===== src/rtl/gtm_pkg.sv =====
// shared constants and widths for the gyro to mouse delta core
`timescale 1ns / 1ps
package gtm_pkg;

    localparam int FRAC_BITS  = 16;
    localparam int RATE_W     = 16;
    localparam int GAIN_W     = 24;
    localparam int SENS_W     = 16;
    localparam int PROD_FRAC  = 24;
    localparam int SHIFT      = PROD_FRAC - FRAC_BITS;
    localparam int MUL_A_W    = RATE_W + SENS_W;
    localparam int MUL_B_W    = GAIN_W;
    localparam int PROD_W     = MUL_A_W + MUL_B_W;
    localparam int M_W        = PROD_W - SHIFT;
    localparam int S_W        = M_W + 2;
    localparam int WHOLE_W    = S_W - FRAC_BITS;
    localparam int RES_W      = FRAC_BITS + 1;
    localparam int DELTA_W    = 16;
    localparam int DIV_R_W    = FRAC_BITS + 2;
    localparam int DIV_CNT_W  = $clog2(FRAC_BITS + 1);
    localparam int CFG_IDX_W  = 2;
    localparam int CFG_DATA_W = 24;

    localparam logic [DELTA_W-2:0] DELTA_MAX = '1;

    localparam logic [CFG_IDX_W-1:0] CFG_GAIN_X = 2'd0;
    localparam logic [CFG_IDX_W-1:0] CFG_GAIN_Y = 2'd1;
    localparam logic [CFG_IDX_W-1:0] CFG_SENS   = 2'd2;

    localparam logic [GAIN_W-1:0] GAIN_RESET = GAIN_W'(1 << 16);
    localparam logic [SENS_W-1:0] SENS_RESET = SENS_W'(256);

endpackage


===== src/rtl/gtm_mul.sv =====
// shared registered multiplier for gain and sensitivity scaling
`timescale 1ns / 1ps
module gtm_mul
    import gtm_pkg::*;
(
    input  logic               clk,
    input  logic [MUL_A_W-1:0] a,
    input  logic [MUL_B_W-1:0] b,
    output logic [PROD_W-1:0]  p
);

    logic [PROD_W-1:0] p_reg;

    always_ff @(posedge clk)
    begin
        p_reg <= PROD_W'(a) * PROD_W'(b);
    end

    assign p = p_reg;

endmodule


===== src/rtl/gtm_div.sv =====
// bit-serial restoring divider for the low-speed curve m * 2^frac / (2 - m)
`timescale 1ns / 1ps
module gtm_div
    import gtm_pkg::*;
(
    input  logic                 clk,
    input  logic                 rst_n,
    input  logic                 start,
    input  logic [FRAC_BITS-1:0] m,
    output logic                 done,
    output logic [FRAC_BITS-1:0] q
);

    logic                 busy_reg;
    logic                 done_reg;
    logic [DIV_CNT_W-1:0] cnt_reg;
    logic [DIV_R_W-1:0]   r_reg;
    logic [DIV_R_W-1:0]   den_reg;
    logic [FRAC_BITS-1:0] q_reg;
    logic [DIV_R_W-1:0]   r_shift;
    logic                 ge;

    always_comb
    begin
        r_shift = {r_reg[DIV_R_W-2:0], 1'b0};
        ge      = (r_shift >= den_reg);
    end

    always_ff @(posedge clk or negedge rst_n)
    begin
        if (!rst_n)
        begin
            busy_reg <= 1'b0;
            done_reg <= 1'b0;
            cnt_reg  <= '0;
        end
        else
        begin
            done_reg <= busy_reg && !start && (cnt_reg == DIV_CNT_W'(1));
            if (start)
            begin
                busy_reg <= 1'b1;
                cnt_reg  <= DIV_CNT_W'(FRAC_BITS);
            end
            else if (busy_reg)
            begin
                cnt_reg <= cnt_reg - 1'b1;
                if (cnt_reg == DIV_CNT_W'(1))
                begin
                    busy_reg <= 1'b0;
                end
            end
        end
    end

    // datapath, no reset needed
    always_ff @(posedge clk)
    begin
        if (start)
        begin
            r_reg   <= DIV_R_W'(m);
            den_reg <= {2'b10, {FRAC_BITS{1'b0}}} - DIV_R_W'(m);
            q_reg   <= '0;
        end
        else if (busy_reg)
        begin
            r_reg <= ge ? (r_shift - den_reg) : r_shift;
            q_reg <= {q_reg[FRAC_BITS-2:0], ge};
        end
    end

    assign done = done_reg;
    assign q    = q_reg;

endmodule


===== src/rtl/gyro_to_mouse_delta_core.sv =====
// gyro to mouse delta core: sequencer, residue state and output register
//
//  channel | dir | handshake        | contents
//  s       | in  | s_tvalid/tready  | tdata: rate_x, rate_y; tuser: emit
//  m       | out | m_tvalid/tready  | tdata: delta_x, delta_y; tuser: delta_valid
//  cfg     | in  | cfg_we           | cfg_index, cfg_data
//
// the two axes run one after the other through one multiplier and one divider
// per axis: MUL1, MUL2, SCALE, CURVE, DIV when the low-speed divide runs, SIGN, ADD, SPLIT
// s_tready is high only while the sequencer is idle; a held result keeps it in ST_DONE and so blocks it
// a stalled result holds in the output register; reset clears the residues
`timescale 1ns / 1ps
module gyro_to_mouse_delta_core
    import gtm_pkg::*;
(
    input  logic                  clk,
    input  logic                  rst_n,
    input  logic                  s_tvalid,
    output logic                  s_tready,
    input  logic [31:0]           s_tdata,   // rate_x [15:0], rate_y [31:16]
    input  logic                  s_tuser,   // emit
    output logic                  m_tvalid,
    input  logic                  m_tready,
    output logic [31:0]           m_tdata,   // delta_x [15:0], delta_y [31:16]
    output logic                  m_tuser,   // delta_valid
    input  logic                  cfg_we,
    input  logic [CFG_IDX_W-1:0]  cfg_index,
    input  logic [CFG_DATA_W-1:0] cfg_data
);

    typedef enum logic [3:0] {
        ST_IDLE,
        ST_MUL1,
        ST_MUL2,
        ST_SCALE,
        ST_CURVE,
        ST_DIV,
        ST_SIGN,
        ST_ADD,
        ST_SPLIT,
        ST_DONE
    } state_t;

    state_t               state_reg;
    logic                 axis_reg;
    logic [RATE_W-1:0]    rate_x_reg;
    logic [RATE_W-1:0]    rate_y_reg;
    logic                 emit_reg;
    logic                 neg_reg;
    logic [M_W-1:0]       m_reg;
    logic signed [M_W:0]  v_reg;
    logic signed [S_W-1:0] s_reg;
    logic signed [RES_W-1:0] res_x_reg;
    logic signed [RES_W-1:0] res_y_reg;
    logic [DELTA_W-1:0]   dx_reg;
    logic [DELTA_W-1:0]   dy_reg;
    logic                 m_tvalid_reg;
    logic [31:0]          m_tdata_reg;
    logic                 m_tuser_reg;
    logic [GAIN_W-1:0]    gain_x_reg;
    logic [GAIN_W-1:0]    gain_y_reg;
    logic [SENS_W-1:0]    sens_reg;

    logic [RATE_W-1:0]    rate_sel;
    logic [RATE_W-1:0]    mag;
    logic [GAIN_W-1:0]    gain_sel;
    logic signed [RES_W-1:0] res_sel;
    logic [MUL_A_W-1:0]   mul_a;
    logic [MUL_B_W-1:0]   mul_b;
    logic [PROD_W-1:0]    mul_p;
    logic                 in_curve;
    logic                 div_start;
    logic                 div_done;
    logic [FRAC_BITS-1:0] div_q;
    logic                 s_neg;
    logic [S_W-1:0]       s_abs;
    logic [WHOLE_W-1:0]   whole;
    logic [FRAC_BITS-1:0] frac;
    logic [DELTA_W-2:0]   dmag;
    logic [DELTA_W-1:0]   delta_next;
    logic signed [RES_W-1:0] res_next;

    always_comb
    begin
        rate_sel = axis_reg ? rate_y_reg : rate_x_reg;
        mag      = rate_sel[RATE_W-1] ? (~rate_sel + 1'b1) : rate_sel;
        gain_sel = axis_reg ? gain_y_reg : gain_x_reg;
        res_sel  = axis_reg ? res_y_reg : res_x_reg;
        mul_a    = (state_reg == ST_MUL1) ? MUL_A_W'(mag) : mul_p[MUL_A_W-1:0];
        mul_b    = (state_reg == ST_MUL1) ? MUL_B_W'(sens_reg) : gain_sel;
        in_curve = (m_reg != '0) && (m_reg[M_W-1:FRAC_BITS] == '0);
        div_start = (state_reg == ST_CURVE) && in_curve;

        // split the sum into whole steps and a signed fraction
        s_neg = s_reg[S_W-1];
        s_abs = s_neg ? S_W'(-s_reg) : S_W'(s_reg);
        whole = s_abs[S_W-1:FRAC_BITS];
        frac  = s_abs[FRAC_BITS-1:0];
        dmag  = (whole > WHOLE_W'(DELTA_MAX)) ? DELTA_MAX : whole[DELTA_W-2:0];
        delta_next = s_neg ? (~{1'b0, dmag} + 1'b1) : {1'b0, dmag};
        res_next   = s_neg ? -$signed({1'b0, frac}) : $signed({1'b0, frac});
    end

    gtm_mul u_mul (
        .clk (clk),
        .a   (mul_a),
        .b   (mul_b),
        .p   (mul_p)
    );

    gtm_div u_div (
        .clk   (clk),
        .rst_n (rst_n),
        .start (div_start),
        .m     (m_reg[FRAC_BITS-1:0]),
        .done  (div_done),
        .q     (div_q)
    );

    always_ff @(posedge clk or negedge rst_n)
    begin
        if (!rst_n)
        begin
            gain_x_reg <= GAIN_RESET;
            gain_y_reg <= GAIN_RESET;
            sens_reg   <= SENS_RESET;
        end
        else if (cfg_we)
        begin
            case (cfg_index)
                CFG_GAIN_X: gain_x_reg <= cfg_data[GAIN_W-1:0];
                CFG_GAIN_Y: gain_y_reg <= cfg_data[GAIN_W-1:0];
                CFG_SENS:   sens_reg   <= cfg_data[SENS_W-1:0];
                default:    ;
            endcase
        end
    end

    always_ff @(posedge clk or negedge rst_n)
    begin
        if (!rst_n)
        begin
            state_reg    <= ST_IDLE;
            axis_reg     <= 1'b0;
            res_x_reg    <= '0;
            res_y_reg    <= '0;
            m_tvalid_reg <= 1'b0;
        end
        else
        begin
            if (state_reg == ST_DONE && (!m_tvalid_reg || m_tready))
            begin
                m_tvalid_reg <= 1'b1;
            end
            else if (m_tready)
            begin
                m_tvalid_reg <= 1'b0;
            end
            case (state_reg)
                ST_IDLE:
                begin
                    if (s_tvalid)
                    begin
                        axis_reg  <= 1'b0;
                        state_reg <= ST_MUL1;
                    end
                end
                ST_MUL1:
                begin
                    state_reg <= ST_MUL2;
                end
                ST_MUL2:
                begin
                    state_reg <= ST_SCALE;
                end
                ST_SCALE:
                begin
                    state_reg <= ST_CURVE;
                end
                ST_CURVE:
                begin
                    state_reg <= in_curve ? ST_DIV : ST_SIGN;
                end
                ST_DIV:
                begin
                    if (div_done)
                    begin
                        state_reg <= ST_SIGN;
                    end
                end
                ST_SIGN:
                begin
                    state_reg <= ST_ADD;
                end
                ST_ADD:
                begin
                    state_reg <= ST_SPLIT;
                end
                ST_SPLIT:
                begin
                    if (axis_reg)
                    begin
                        res_y_reg <= res_next;
                        state_reg <= ST_DONE;
                    end
                    else
                    begin
                        res_x_reg <= res_next;
                        axis_reg  <= 1'b1;
                        state_reg <= ST_MUL1;
                    end
                end
                ST_DONE:
                begin
                    if (!m_tvalid_reg || m_tready)
                    begin
                        state_reg <= ST_IDLE;
                    end
                end
                default:
                begin
                    state_reg <= ST_IDLE;
                end
            endcase
        end
    end

    // datapath registers
    always_ff @(posedge clk)
    begin
        case (state_reg)
            ST_IDLE:
            begin
                if (s_tvalid)
                begin
                    rate_x_reg <= s_tdata[15:0];
                    rate_y_reg <= s_tdata[31:16];
                    emit_reg   <= s_tuser;
                end
            end
            ST_MUL1:
            begin
                neg_reg <= rate_sel[RATE_W-1];
            end
            ST_SCALE:
            begin
                m_reg <= mul_p[PROD_W-1:SHIFT];
            end
            ST_DIV:
            begin
                if (div_done)
                begin
                    m_reg <= M_W'(div_q);
                end
            end
            ST_SIGN:
            begin
                v_reg <= neg_reg ? -$signed({1'b0, m_reg}) : $signed({1'b0, m_reg});
            end
            ST_ADD:
            begin
                s_reg <= $signed({v_reg[M_W], v_reg})
                       + $signed({{(S_W-RES_W){res_sel[RES_W-1]}}, res_sel});
            end
            ST_SPLIT:
            begin
                if (axis_reg)
                begin
                    dy_reg <= delta_next;
                end
                else
                begin
                    dx_reg <= delta_next;
                end
            end
            ST_DONE:
            begin
                if (!m_tvalid_reg || m_tready)
                begin
                    m_tdata_reg <= {dy_reg, dx_reg};
                    m_tuser_reg <= emit_reg;
                end
            end
            default: ;
        endcase
    end

    assign s_tready = (state_reg == ST_IDLE);
    assign m_tvalid = m_tvalid_reg;
    assign m_tdata  = m_tdata_reg;
    assign m_tuser  = m_tuser_reg;

endmodule


===== config.mk =====
export PLATFORM = sky130hd
export DESIGN_NAME = gyro_to_mouse_delta_core
export DESIGN_NICKNAME = d
export VERILOG_FILES = /design/src/rtl/gtm_pkg.sv /design/src/rtl/gtm_mul.sv /design/src/rtl/gtm_div.sv /design/src/rtl/gyro_to_mouse_delta_core.sv
export SDC_FILE = /design/constraint.sdc
export NUM_CORES = 2
export LEC_CHECK = 0
export BUFFER_PORTS_ARGS = -buffer_cell sky130_fd_sc_hd__buf_2
export CAP_MARGIN = 25
export CORE_ASPECT_RATIO = 1.25
export CORE_MARGIN = 2
export CORE_UTILIZATION = 44
export DETAILED_ROUTE_END_ITERATION = 12
export PLACE_DENSITY = 0.57
export SYNTH_ARGS = -nofsm -noshare
export SYNTH_HDL_FRONTEND = slang
export SYNTH_SLANG_ARGS = --single-unit

===== constraint.sdc =====
create_clock -name clk -period 10.05 [get_ports clk]
set_input_delay 0.5025 -clock clk [delete_from_list [all_inputs] [get_ports clk]]
set_output_delay 0.5025 -clock clk [all_outputs]
set_load 0.02 [all_outputs]

==> flow_summary_export.csv <==
group,metric,value,unit
yosys,yosysTopAreaCell,"fa_1",
yosys,synth.area.top_cells,"fa_1 28%, edfxtp_1 18%, ha_1 6.7%",
timing,tightest_slew,1.048,ns
timing,fin_skew,0.02926,ns
global_routing,grt_pass1_vias,37450,
timing,setup_viol,0,
die,start_util,44.23,%
worst_setup_path,worst-r2r-cell-count,31,
route,avgRoutedWirePerCell,21.79,um
route,wl,142400,um
job,cap_violations,0,
worst_setup_path,rr_startpoint,"state_reg[1]$_DFFE_PN0P_",
worst_setup_path,slowest_delay,0.57,ns
cells_and_area,nNetsFinal,6034,
global_routing,grt_usage,26.24,%
clock_tree,cts_tree,"built",
worst_setup_path,critPathMostFrequentCell,"fa_1",
timing,maxSlewHeadroom,29.68,%
worst_setup_path,worstPathMaxFanout,28,
placed_design,place_area,50470,um^2
worst_hold_path,min-delay-start,"s_tuser",
worst_setup_path,critPathLaunchType,"flop",
route,drt_iter0_markers,2343,
global_routing,grt_overflow,0,
yosys,yosysSeqAreaShare,26.46,%
yosys,syn_inst,4962,
worst_setup_path,path_buf_inv,8,
timing,hold_viol_final,0,
die,die_x,298.9,um
timing,fmax,103.3,MHz
die,die_area,111300,um^2
clock_tree,cts_buffers,52,
placed_design,numPortBuffers,98,
route,drt-pass1-iter-count,7,
yosys,yosys_warnings,0,
worst_setup_path,rr_endpoint,"u_mul.p[55]$_DFF_P_",
worst_hold_path,holdPathStages,1,
die,row_count,135,
clock_tree,clk_pin_slew,0.06,ns
cells_and_area,multi_input_area,31490,um^2
global_routing,grt_max_degree,70,
worst_setup_path,crit_family,"adder cells",
worst_hold_path,hp-class,"in -> reg",
die,pin_count,99,
yosys,ys.flop_type,"edfxtp_1",
clock_tree,root_buffer,"clkbuf_16",
worst_setup_path,cp.arrival,10.19,ns
worst_setup_path,cp_slowest_cell,"or3_4",
die,die_y,372.6,um
clock_tree,htreeDepth,2,
cells_and_area,drive_gt1_share,10.49,%
cells_and_area,largest_reg_flops,56,
yosys,synth-edff-count,280,
timing,period_share,96.31,%
clock_tree,clockBufferDepth,3,
route,vias,35330,
global_routing,antenna_found_initial,5,
timing,period_minus_slack,9.680,ns
clock_tree,clk_latency,0.64,ns
cells_and_area,fill_cells,10320,
yosys,ys_types,85,
run_status,status,"complete, no violations",
die,core_area,108100,um^2
worst_setup_path,critical_path_class,"reg -> reg",
route,viasPerCell,5.403,
yosys,syn_nets,5941,
route,drtAntennaViolNets,0,
timing,drv_slew,0,
yosys,synth-async-reset-ratio,23.92,%
yosys,ys_ff_latch,464,
yosys,synth_top_area_share,27.63,%
worst_setup_path,crit_path_end_kind,"flop",
global_routing,grt_pass1_wl,222500,um
cells_and_area,area_growth,9.475,%
yosys,postSynthAreaPerCell,9.637,um^2
worst_hold_path,whs_endpoint,"emit_reg$_DFFE_PP_",
yosys,syn_area,47820,um^2
cells_and_area,regArea,12650,um^2
worst_setup_path,ff2ff_setup_slack,0.37,ns
clock_tree,cts.sinks,464,
route,drc,0,
worst_setup_path,required,10.56,ns
placed_design,hpwlAfterDp,115700,um
timing,rsz0062_at_grt,"false",
cells_and_area,design_area,52350,um^2
placed_design,gp_congestion,0.9294,
-- cells in the mapped netlist (all sizes together) (68+ instances only) --
cell type / number
inv: 797
fa: 660
nand2: 630
nor2: 490
edfxtp: 280
ha: 255
clkbuf: 190
xnor2: 146
a21oi: 143
mux2: 136
o21ai: 134
dfrtp: 108
xor2: 80
a21o: 75
dfxtp: 73
nand3: 70
mux2i: 68
-- metrics by stage --
step	hold WS [ns]	TNS (ns)	worst slack (ns)	util, %	cells
detailed placement	0.4045	-0.01455	-0.01455	46.69	6428
CTS	0.01172	0	0.1772	48.30	6526
finish	0.05446	0	0.3704	48.42	6538
global route	0.02868	0	0.02918	48.42	6536
floorplan	0.2069	0	0.9731	-	4962
global placement	0.4011	0	0.2080	46.68	6427
-- final cells by class --
class	instances	area share, %
Clock inverter	30	0.5808
Tap cell	1438	3.437
Inverter	797	5.715
Timing Repair Buffer	251	3.227
Sequential cell	464	24.17
Antenna cell	2	0.009560
Clock buffer	67	2.708
Multi-Input combinational cell	3489	60.15
-- metal layers --
| metal | track usage [%] | wire length [um] | up-vias |
|---|---|---|---|
| li1 | - | - | 16130 |
| met1 | 32.94 | 57510 | 17760 |
| met2 | 46.71 | 70980 | 1125 |
| met3 | 3.006 | 8281 | 305 |
| met4 | 9.375 | 5678 | 0 |
| met5 | 0 | 0 | - |
-- cell usage in the layout (no fill, tap or decap), types with 107 or more instances in the layout --
cell and n:
ha_1 255, edfxtp_1 280, nor2_1 485, nand2_1 630, a21oi_1 143, dfrtp_1 107
mux2_2 134, buf_4 150, inv_1 796, fa_1 660, xnor2_1 146, o21ai_0 113
-- worst max-delay path by stage --
| stage | from | endpoint | slack [ns] | cells past startpoint |
|---|---|---|---|---|
| after floorplan | state_reg[1]$_DFFE_PN0P_ | u_mul.p[48]$_DFF_P_ | 0.97 | 34 |
| after global placement | axis_reg$_DFFE_PN0P_ | u_mul.p[55]$_DFF_P_ | 0.21 | 32 |
| after global routing | axis_reg$_DFFE_PN0P_ | u_mul.p[48]$_DFF_P_ | 0.03 | 34 |
| after CTS | axis_reg$_DFFE_PN0P_ | u_mul.p[52]$_DFF_P_ | 0.18 | 30 |
| after detailed placement | axis_reg$_DFFE_PN0P_ | u_mul.p[52]$_DFF_P_ | -0.01 | 32 |
| final | state_reg[1]$_DFFE_PN0P_ | u_mul.p[55]$_DFF_P_ | 0.37 | 31 |
-- kinds of logic (layout without fill, tap and decap cells) --
logic type               count (synthesis)  count (layout)  share of synthesized area, %
AND/OR/NAND/NOR                       1552            1552                         14.45
buffers and inverters                 1009            1145                         7.941
adder cells (fa/ha/maj)                915             915                         34.30
AO/OA/AOI/OAI                          592             592                         8.085
flip-flops                             464             464                         26.46
XOR/XNOR                               226             226                         4.139
multiplexers                           204             204                         4.626
other                                    0               2                             0
-- what timing repair did --
action,CTS,global route
pin swaps,0,1
gates resized for setup,1,8
setup endpoints to repair,1,7
cloned,0,0
buffers inserted,0,9
hold endpoints to repair,44,0
hold buffers,1,0
-- worst register-to-register path: cells and delay by family, from the launching register on --
kind	cells	cell delay, ns
adders and majority gates	8	3.97
muxes	1	0.17
AOI/OAI and AO/OA	6	1.56
and+or+nand+nor	8	2.18
DFF	1	0.47
buffers and inverters	8	1.27
Power is not shown: default switching activity piles up to over one toggle a cycle in this logic, so the estimate is an artifact.
